--- src/sv/ovl_pkg.sv ---
`timescale 1ns / 1ps
`default_nettype none

package ovl_pkg;

  localparam int PAIR_SLOTS = 32;
  localparam int SLOT_W     = $clog2(PAIR_SLOTS);
  localparam int CFG_IDX_W  = 2;

  // Configuration register indexes.
  typedef enum logic [CFG_IDX_W-1:0] {
    CFG_LOAD_BASE  = 2'd0,
    CFG_LINK_BASE  = 2'd1,
    CFG_TEXT_BYTES = 2'd2,
    CFG_DATA_BYTES = 2'd3
  } cfg_reg_t;

  // Section field of a relocation entry.
  typedef enum logic [1:0] {
    SECT_ABS  = 2'd0,
    SECT_TEXT = 2'd1,
    SECT_DATA = 2'd2,
    SECT_BSS  = 2'd3
  } sect_t;

  // Relocation type codes.
  localparam logic [5:0] RTYPE_32   = 6'd2;
  localparam logic [5:0] RTYPE_26   = 6'd4;
  localparam logic [5:0] RTYPE_HI16 = 6'd5;
  localparam logic [5:0] RTYPE_LO16 = 6'd6;

  // Section bases and the relocation delta, derived from the registers.
  typedef struct packed {
    logic [31:0] load_base;
    logic [31:0] data_base;
    logic [31:0] bss_base;
    logic [31:0] delta;
  } bases_t;

  // One memory write.
  typedef struct packed {
    logic [31:0] address;
    logic [31:0] data;
    logic        last;
  } wr_t;

  // Contents of one HI16 pairing slot.
  typedef struct packed {
    logic [31:0] address;
    logic [15:0] upper;
    logic [15:0] orig_lo;
    logic [15:0] cur_lo;
  } slot_t;

  // Update of one pairing slot.
  typedef struct packed {
    logic              set_all;
    logic              set_cur;
    logic [SLOT_W-1:0] slot;
    slot_t             value;
  } slot_wr_t;

endpackage

`default_nettype wire

--- src/sv/ovl_cfg.sv ---
`timescale 1ns / 1ps
`default_nettype none

module ovl_cfg (
  input  wire logic                           clk,
  input  wire logic                           rst_n,
  input  wire logic                           wr_en,
  input  wire logic [ovl_pkg::CFG_IDX_W-1:0]  wr_index,
  input  wire logic [31:0]                    wr_data,
  output ovl_pkg::bases_t                     bases
);

  logic [31:0] load_r, load_nxt;
  logic [31:0] link_r, link_nxt;
  logic [23:0] text_r, text_nxt;
  logic [23:0] data_r, data_nxt;
  ovl_pkg::bases_t bases_r, bases_nxt;

  always_comb begin
    load_nxt = load_r;
    link_nxt = link_r;
    text_nxt = text_r;
    data_nxt = data_r;
    if (wr_en) begin
      unique case (ovl_pkg::cfg_reg_t'(wr_index))
        ovl_pkg::CFG_LOAD_BASE:  load_nxt = wr_data;
        ovl_pkg::CFG_LINK_BASE:  link_nxt = wr_data;
        ovl_pkg::CFG_TEXT_BYTES: text_nxt = wr_data[23:0];
        ovl_pkg::CFG_DATA_BYTES: data_nxt = wr_data[23:0];
        default: ;
      endcase
    end
  end

  // Bases are registered and follow the registers in the next cycle.
  always_comb begin
    bases_nxt.load_base = load_r;
    bases_nxt.data_base = load_r + {8'd0, text_r};
    bases_nxt.bss_base  = load_r + ({8'd0, text_r} + {8'd0, data_r});
    bases_nxt.delta     = load_r - link_r;
  end

  always_ff @(posedge clk) begin
    if (!rst_n) begin
      load_r  <= '0;
      link_r  <= '0;
      text_r  <= '0;
      data_r  <= '0;
      bases_r <= '0;
    end else begin
      load_r  <= load_nxt;
      link_r  <= link_nxt;
      text_r  <= text_nxt;
      data_r  <= data_nxt;
      bases_r <= bases_nxt;
    end
  end

  assign bases = bases_r;

endmodule

`default_nettype wire

--- src/sv/ovl_slots.sv ---
`timescale 1ns / 1ps
`default_nettype none

module ovl_slots (
  input  wire logic                        clk,
  input  wire ovl_pkg::slot_wr_t           wr,
  input  wire logic [ovl_pkg::SLOT_W-1:0]  rd_slot,
  output ovl_pkg::slot_t                   rd
);

  logic [31:0] address_r [ovl_pkg::PAIR_SLOTS];
  logic [15:0] upper_r   [ovl_pkg::PAIR_SLOTS];
  logic [15:0] orig_lo_r [ovl_pkg::PAIR_SLOTS];
  logic [15:0] cur_lo_r  [ovl_pkg::PAIR_SLOTS];

  // Contents are undefined until a HI16 entry writes the slot.
  always_ff @(posedge clk) begin
    if (wr.set_all) begin
      address_r[wr.slot] <= wr.value.address;
      upper_r[wr.slot]   <= wr.value.upper;
      orig_lo_r[wr.slot] <= wr.value.orig_lo;
      cur_lo_r[wr.slot]  <= wr.value.cur_lo;
    end else if (wr.set_cur) begin
      cur_lo_r[wr.slot]  <= wr.value.cur_lo;
    end
  end

  always_comb begin
    rd.address = address_r[rd_slot];
    rd.upper   = upper_r[rd_slot];
    rd.orig_lo = orig_lo_r[rd_slot];
    rd.cur_lo  = cur_lo_r[rd_slot];
  end

endmodule

`default_nettype wire

--- src/sv/ovl_calc.sv ---
`timescale 1ns / 1ps
`default_nettype none

module ovl_calc (
  input  wire logic [31:0]                 entry,
  input  wire logic [31:0]                 word,
  input  wire ovl_pkg::bases_t             bases,
  input  wire ovl_pkg::slot_t              rd,
  output logic [ovl_pkg::SLOT_W-1:0]       rd_slot,
  output logic [1:0]                       n_wr,
  output ovl_pkg::wr_t                     wr0,
  output ovl_pkg::wr_t                     wr1,
  output ovl_pkg::slot_wr_t                slot_wr
);

  logic [31:0] base;
  logic [31:0] addr;
  logic [31:0] ptr_reb;
  logic [31:0] jmp_reb;
  logic [31:0] lo_sext;
  logic [15:0] chk_hi;
  logic [31:0] rel;
  logic [15:0] half;
  logic [5:0]  rtype;

  always_comb begin
    unique case (ovl_pkg::sect_t'(entry[31:30]))
      ovl_pkg::SECT_ABS:  base = '0;
      ovl_pkg::SECT_TEXT: base = bases.load_base;
      ovl_pkg::SECT_DATA: base = bases.data_base;
      ovl_pkg::SECT_BSS:  base = bases.bss_base;
      default:            base = '0;
    endcase
  end

  assign addr    = base + {8'd0, entry[23:0]};
  assign rtype   = entry[29:24];
  assign rd_slot = word[25:21];

  assign ptr_reb = word + bases.delta;
  // Jump target placed in KSEG0 before relocation.
  assign jmp_reb = {4'b1000, word[25:0], 2'b00} + bases.delta;

  // The LO16 pairing: the upper half of (hi << 16) + sext(lo) for the check,
  // and the recorded hi plus sext(lo), moved by the current delta, for the
  // new address.
  assign lo_sext = {{16{word[15]}}, word[15:0]};
  assign chk_hi  = rd.cur_lo + {16{word[15]}};
  assign rel     = {rd.orig_lo, 16'd0} + lo_sext + bases.delta;
  assign half    = rel[31:16] + {15'd0, rel[15]};

  always_comb begin
    n_wr                  = 2'd0;
    wr0                   = '{address: addr, data: ptr_reb, last: 1'b1};
    wr1                   = '{address: addr, data: {word[31:16], rel[15:0]}, last: 1'b1};
    slot_wr.set_all       = 1'b0;
    slot_wr.set_cur       = 1'b0;
    slot_wr.slot          = rd_slot;
    slot_wr.value.address = addr;
    slot_wr.value.upper   = word[31:16];
    slot_wr.value.orig_lo = word[15:0];
    slot_wr.value.cur_lo  = word[15:0];
    unique case (rtype)
      ovl_pkg::RTYPE_32: begin
        // Words with bits 27:24 set are not pointers into the overlay.
        if (word[27:24] == 4'd0) begin
          n_wr = 2'd1;
        end
      end
      ovl_pkg::RTYPE_26: begin
        n_wr     = 2'd1;
        wr0.data = {word[31:26], jmp_reb[27:2]};
      end
      ovl_pkg::RTYPE_HI16: begin
        slot_wr.set_all = 1'b1;
        slot_wr.slot    = word[20:16];
      end
      ovl_pkg::RTYPE_LO16: begin
        if (chk_hi[11:8] == 4'd0) begin
          n_wr                 = 2'd2;
          wr0.address          = rd.address;
          wr0.data             = {rd.upper, half};
          wr0.last             = 1'b0;
          slot_wr.set_cur      = 1'b1;
          slot_wr.value.cur_lo = half;
        end
      end
      default: ;
    endcase
  end

endmodule

`default_nettype wire

--- src/sv/ovl_outbuf.sv ---
`timescale 1ns / 1ps
`default_nettype none

module ovl_outbuf (
  input  wire logic   clk,
  input  wire logic   rst_n,
  input  wire logic   push,
  input  wire logic [1:0] n_wr,
  input  wire ovl_pkg::wr_t wr0,
  input  wire ovl_pkg::wr_t wr1,
  output logic        room,
  output logic        out_valid,
  input  wire logic   out_stall,
  output ovl_pkg::wr_t head
);

  logic [1:0]   cnt_r, cnt_nxt;
  ovl_pkg::wr_t q0_r, q0_nxt;
  ovl_pkg::wr_t q1_r, q1_nxt;
  logic         pop;

  assign out_valid = (cnt_r != 2'd0);
  assign pop       = out_valid && !out_stall;
  // A new group is taken only when the buffer drains by this edge.
  assign room      = (cnt_r == 2'd0) || ((cnt_r == 2'd1) && !out_stall);
  assign head      = q0_r;

  always_comb begin
    cnt_nxt = cnt_r;
    q0_nxt  = q0_r;
    q1_nxt  = q1_r;
    if (push && (n_wr != 2'd0)) begin
      cnt_nxt = n_wr;
      q0_nxt  = wr0;
      q1_nxt  = wr1;
    end else if (pop) begin
      cnt_nxt = cnt_r - 2'd1;
      q0_nxt  = q1_r;
    end
  end

  always_ff @(posedge clk) begin
    if (!rst_n) begin
      cnt_r <= '0;
    end else begin
      cnt_r <= cnt_nxt;
    end
  end

  always_ff @(posedge clk) begin
    q0_r <= q0_nxt;
    q1_r <= q1_nxt;
  end

endmodule

`default_nettype wire

--- src/sv/mips_overlay_relocator.sv ---
`timescale 1ns / 1ps
`default_nettype none

// MIPS overlay relocator. Each input transfer carries one relocation entry
// (section, type and byte offset) with the word currently stored at its
// location, and the block answers with zero, one or two memory writes that
// patch the loaded overlay: one write for a 32-bit pointer or a 26-bit jump
// target, none for a HI16 entry (it is only remembered, in one of 32 slots
// picked by the LUI's rt field), and two for a LO16 entry, first the paired
// LUI word and then the LO16 word itself, with last_write set on the final
// write of the entry. Pointers with bits 27:24 set, LO16 pairs that fail the
// range check, and unknown types produce no write. An entry sits in the input
// register, where all arithmetic is done, before its writes enter a two-deep
// output buffer. The block takes a new entry every cycle while the write side
// keeps up; a LO16 entry fills the single write channel with two writes, so
// the entry after it cannot enter the buffer before the second is taken.
// Configuration registers take effect only once section bases and the
// relocation delta, which are precomputed into registers, follow them; the
// port is always ready and must only be written while no entry is in flight.
// A LO16 whose HI16 slot was never written returns undefined data.
module mips_overlay_relocator (
  input  wire logic                           clk,
  input  wire logic                           rst_n,

  input  wire logic                           cfg_valid,
  output logic                                cfg_ready,
  input  wire logic [ovl_pkg::CFG_IDX_W-1:0]  cfg_index,
  input  wire logic [31:0]                    cfg_data,

  input  wire logic                           in_valid,
  output logic                                in_stall,
  input  wire logic [31:0]                    in_reloc_entry,
  input  wire logic [31:0]                    in_target_word,
  input  wire logic                           in_last_entry,

  output logic                                out_valid,
  input  wire logic                           out_stall,
  output logic [31:0]                         out_write_address,
  output logic [31:0]                         out_write_data,
  output logic                                out_last_write
);

  ovl_pkg::bases_t   bases;
  ovl_pkg::slot_t    slot_rd;
  ovl_pkg::slot_wr_t slot_wr_raw;
  ovl_pkg::slot_wr_t slot_wr;
  ovl_pkg::wr_t      wr0;
  ovl_pkg::wr_t      wr1;
  ovl_pkg::wr_t      head;
  logic [ovl_pkg::SLOT_W-1:0] rd_slot;
  logic [1:0]  n_wr;
  logic        room;
  logic        adv;
  logic        in_xfer;

  // Input register: one entry under evaluation.
  logic        s1_v_r, s1_v_nxt;
  logic [31:0] entry_r;
  logic [31:0] word_r;

  assign cfg_ready = 1'b1;

  ovl_cfg u_cfg (
    .clk      (clk),
    .rst_n    (rst_n),
    .wr_en    (cfg_valid && cfg_ready),
    .wr_index (cfg_index),
    .wr_data  (cfg_data),
    .bases    (bases)
  );

  ovl_calc u_calc (
    .entry   (entry_r),
    .word    (word_r),
    .bases   (bases),
    .rd      (slot_rd),
    .rd_slot (rd_slot),
    .n_wr    (n_wr),
    .wr0     (wr0),
    .wr1     (wr1),
    .slot_wr (slot_wr_raw)
  );

  // The entry leaves the input register when its writes fit in the buffer;
  // entries without writes leave at once. Slot updates happen on that edge,
  // so the following entry already sees them.
  assign adv      = s1_v_r && ((n_wr == 2'd0) || room);
  assign in_stall = s1_v_r && !adv;
  assign in_xfer  = in_valid && !in_stall;

  always_comb begin
    slot_wr         = slot_wr_raw;
    slot_wr.set_all = slot_wr_raw.set_all && adv;
    slot_wr.set_cur = slot_wr_raw.set_cur && adv;
  end

  ovl_slots u_slots (
    .clk     (clk),
    .wr      (slot_wr),
    .rd_slot (rd_slot),
    .rd      (slot_rd)
  );

  ovl_outbuf u_outbuf (
    .clk       (clk),
    .rst_n     (rst_n),
    .push      (adv),
    .n_wr      (n_wr),
    .wr0       (wr0),
    .wr1       (wr1),
    .room      (room),
    .out_valid (out_valid),
    .out_stall (out_stall),
    .head      (head)
  );

  always_comb begin
    s1_v_nxt = s1_v_r;
    if (in_xfer) begin
      s1_v_nxt = 1'b1;
    end else if (adv) begin
      s1_v_nxt = 1'b0;
    end
  end

  always_ff @(posedge clk) begin
    if (!rst_n) begin
      s1_v_r <= 1'b0;
    end else begin
      s1_v_r <= s1_v_nxt;
    end
  end

  // The last-entry flag does not change any write, so it is not kept.
  always_ff @(posedge clk) begin
    if (in_xfer) begin
      entry_r <= in_reloc_entry;
      word_r  <= in_target_word;
    end
  end

  assign out_write_address = head.address;
  assign out_write_data    = head.data;
  assign out_last_write    = head.last;

endmodule

`default_nettype wire

--- config.mk ---
export PLATFORM = sky130hd
export DESIGN_NAME = mips_overlay_relocator
export DESIGN_NICKNAME = d
export VERILOG_FILES = /design/src/sv/ovl_pkg.sv /design/src/sv/ovl_cfg.sv /design/src/sv/ovl_slots.sv /design/src/sv/ovl_calc.sv /design/src/sv/ovl_outbuf.sv /design/src/sv/mips_overlay_relocator.sv
export SDC_FILE = /design/constraint.sdc
export NUM_CORES = 2
export LEC_CHECK = 0
export BUFFER_PORTS_ARGS = -buffer_cell sky130_fd_sc_hd__buf_2
export CELL_PAD_IN_SITES_DETAIL_PLACEMENT = 0
export CELL_PAD_IN_SITES_GLOBAL_PLACEMENT = 1
export CORE_ASPECT_RATIO = 0.75
export CORE_MARGIN = 3
export CORE_UTILIZATION = 30
export CTS_BUF_LIST = sky130_fd_sc_hd__clkbuf_4
export CTS_CLUSTER_DIAMETER = 60
export CTS_CLUSTER_SIZE = 8
export DETAILED_ROUTE_END_ITERATION = 10
export PLACE_DENSITY = 0.47
export SETUP_SLACK_MARGIN = 0.5
export SYNTH_ARGS = -nofsm -noshare
export SYNTH_HDL_FRONTEND = slang
export SYNTH_SLANG_ARGS = --single-unit
--- constraint.sdc ---
create_clock -name clk -period 22.9 [get_ports clk]
set_input_delay 5.725 -clock clk [delete_from_list [all_inputs] [get_ports clk]]
set_output_delay 5.725 -clock clk [all_outputs]
set_load 0.1 [all_outputs]
==> flow_summary.json <==
{
  "grt_pass1_wl_um": 524500,
  "die-area_mm2": 0.4064,
  "cts.clk_slew.worst_paths_ns": 0.11,
  "first_global_vias": 65170,
  "initial_core_util": 0.3018,
  "die_y_um": 552.9,
  "core_area_mm2": 0.3964,
  "drv_slew": 0,
  "fin_crit_ns": 14.50,
  "relSlewSlack": 0.1912,
  "dp_hpwl_um": 224900,
  "cts_root_buffer": "clkbuf_4",
  "port-buffer-count": 169,
  "grt.met2_usage": 0.2798,
  "arrival_ns": 8.77,
  "syn_area_mm2": 0.1196,
  "cts.sinks": 2873,
  "ys_ff_latch": 2873,
  "yosysUniqueCellTypes": 109,
  "async_reset_ff_frac": 0,
  "synth_area_per_cell_um2": 18.24,
  "cts_setup_buffers": 0,
  "drive_above_1_share": 0.2639,
  "status": "complete, no violations",
  "synth_largest_area_cell": "edfxtp_1",
  "clock_latency_ns": 1.57,
  "grt_util_met3": 0.03279,
  "die_w_um": 735.1,
  "routed_wl_um": 378100,
  "holdWs_ns": 0.4265,
  "skew_ns": 0.2207,
  "crit_path_end_kind": "primary output",
  "firstDrtPassIters": 5,
  "postSynthCellCount": 6557,
  "grt.busiest_layer": "met2",
  "synth_edf_count": 2625,
  "drtIter0Drc": 5864,
  "holdBufCountCts": 0,
  "cap_violations": 0,
  "final-seq-area_mm2": 0.08381,
  "antenna_found_initial": 47,
  "post-route-period-util": 0.6331,
  "crit_fanout": 39,
  "cellLeakagePower_nw": 42.50,
  "yosys-top-cells-area": "edfxtp_1 (66%), mux4_2 (14%), dfxtp_1 (4.2%)",
  "hold_viol": 0,
  "synth_top_area_frac": 0.6590,
  "pin_count": 172,
  "multi_input_area_mm2": 0.03486,
  "route.detailed.drc": 0,
  "vias_per_cell": 5.165,
  "hold_path.class": "flip-flop to flip-flop",
  "met1_usage": 0.2706,
  "ir_worst_vdd_v": 0.00004179,
  "detail-route-antenna-nets": 0,
  "gp_congestion": 0.7758,
  "area_growth_syn_to_layout_pct": 10.66,
  "cts-buffers-inserted": 407,
  "synthFlopType": "edfxtp_1",
  "grt_setup_unrepaired": "false",
  "drt-wirelength-per-cell_um": 30.34,
  "cts.htree.levels": 5,
  "syn-num-nets": 6926,
  "fillerInstances": 38030,
  "rows": 200,
  "worst_ep_required_time_ns": 17.18,
  "fmax_mhz": 68.97,
  "grt_max_degree": 106,
  "clock_path_buffers": 4,
  "cp-start-kind": "flip-flop",
  "critical_path_class": "flip-flop to primary output",
  "cts-resized-gates": 0,
  "nets": 7410,
  "setup_violations": 0,
  "gr-usage-all-layers": 0.1827,
  "tightestPinTransition_ns": 1.212,
  "powerDensity_mw_per_mm2": 77.50,
  "yosys_warnings": 0,
  "fin_setup_tns_ns": 0,
  "routed-via-count": 64380,
  "cts_tree": "done",
  "overflow": 0,
  "seq_area_frac_synth": 0.7005
}
-- power by group --
part,switching [mW],total [mW],internal [mW]
clock network,1.82,2.92,1.09
registers,0.0536,5.84,5.78
logic,0.949,1.50,0.556
total,2.82,10.3,7.43
-- routing by layer --
metal	vias to the layer above	part of all wire
li1	27430	-
met4	20	0.021
met3	524	0.060
met2	1864	0.45
met1	34550	0.47
met5	-	0.00038
-- state kept, by name (all words and copies together), names as in the netlist, named ones only --
register / cells
u_slots.address_r: 1024
u_outbuf.q1_r: 64
u_outbuf.cnt_r: 2
u_cfg.text_r: 24
u_cfg.link_r: 32
word_r: 32
u_cfg.load_r: 32
u_slots.orig_lo_r: 512
u_slots.cur_lo_r: 384
s1_v_r: 1
u_cfg.data_r: 24
entry_r: 32
u_slots.upper_r: 512
u_cfg.bases: 128
u_outbuf.head: 65
-- cell usage in the layout, fill, tap and decap left out, drive strengths merged, types with 16 or more instances in the layout --
cell type / instances
a211oi: 24
a21o: 58
a21oi: 286
a221oi: 16
a22o: 25
a22oi: 16
a31oi: 36
and2: 51
and3: 30
buf: 361
clkbuf: 507
dfxtp: 248
diode: 31
edfxtp: 2625
fa: 37
ha: 228
inv: 106
mux2: 82
mux2i: 69
mux4: 746
nand2: 444
nand2b: 44
nand3: 57
nand4: 16
nor2: 292
nor2b: 34
nor3: 60
nor3b: 18
o21a: 31
o21ai: 186
o21bai: 23
or3: 20
xnor2: 110
xor2: 78
-- worst paths after layout --
check | startpoint | to | slack (ns) | cells after the start
min reg2reg | u_cfg.link_r[0] | u_cfg.bases[0] | 0.43 | 2
max reg2reg | flip-flop | u_slots.cur_lo_r[14][11] | 13.35 | 18
max | flip-flop | in_stall | 8.40 | 15
min | u_cfg.link_r[0] | u_cfg.bases[0] | 0.43 | 2
-- Yosys cell counts (16+ instances only) --
cell      instances
a31oi_1          35
o21bai_1         23
nor3b_1          18
a22oi_1          16
a21oi_1         285
nor2b_1          34
mux4_2          745
a22o_1           25
and2_1           51
nand2b_1         43
a211oi_1         23
a21o_1           58
nand2_1         443
nor3_1           59
clkbuf_1        162
and3_1           30
or3_1            20
o21ai_0         168
buf_2            79
xnor2_1         109
xor2_1           77
o21a_1           31
mux2_2           75
edfxtp_1       2625
nor2_1          291
fa_1             37
ha_1            228
buf_1            32
dfxtp_1         248
nand3_1          56
mux2i_1          69
inv_1            89
-- cells by family (layout without fill, tap and decap cells) --
group / after synthesis / after routing / synth area share
AO/OA/AOI/OAI: 831 / 831 / 0.04480
XOR/XNOR: 188 / 188 / 0.01389
adder cells (fa/ha/maj): 265 / 265 / 0.03004
buffers and inverters: 377 / 1002 / 0.01319
flip-flops: 2873 / 2873 / 0.7005
multiplexers: 897 / 897 / 0.1540
other: 1 / 32 / 0.00003135
AND/OR/NAND/NOR: 1125 / 1125 / 0.04359
-- per-stage QoR --
stage | instances | area, µm² | power (mW) | setup slack [ns] | util
finish | 12470 | 132400 | 10.26 | 8.401 | 0.3339
global route | 12440 | 132300 | 10.74 | 7.748 | 0.3338
CTS | 12430 | 132300 | 10.42 | 7.959 | 0.3337
detailed placement | 11880 | 128000 | 7.471 | 9.821 | 0.3230
global placement | 11880 | 128000 | 7.465 | 9.762 | 0.3230
floorplan | 6557 | 119600 | 6.955 | 9.760 | -
-- area by class of cell --
class / count / share of cell area
repair buffers: 361 / 0.01841
multi-input cells: 3307 / 0.2633
diodes: 31 / 0.0005861
well taps: 5252 / 0.04964
inverters: 91 / 0.002675
clock inverters: 43 / 0.003441
flip-flops and latches: 2873 / 0.6332
clock buffers: 507 / 0.02875
-- worst max-delay path: stages, from the launching register on --
cell and delay [ns]:
dfxtp_4 0.74, buf_4 0.84, buf_4 0.77, mux4_2 0.63
mux4_2 0.59, mux2_2 0.30, ha_1 0.28, and4_1 0.24
and3_1 0.20, a211oi_1 0.42, o211ai_1 0.23, xnor2_2 0.25
and4_4 0.62, o21ai_4 0.14, nor2_1 0.33, buf_2 0.52
No activity file was read; power rests on OpenSTA's default activity.
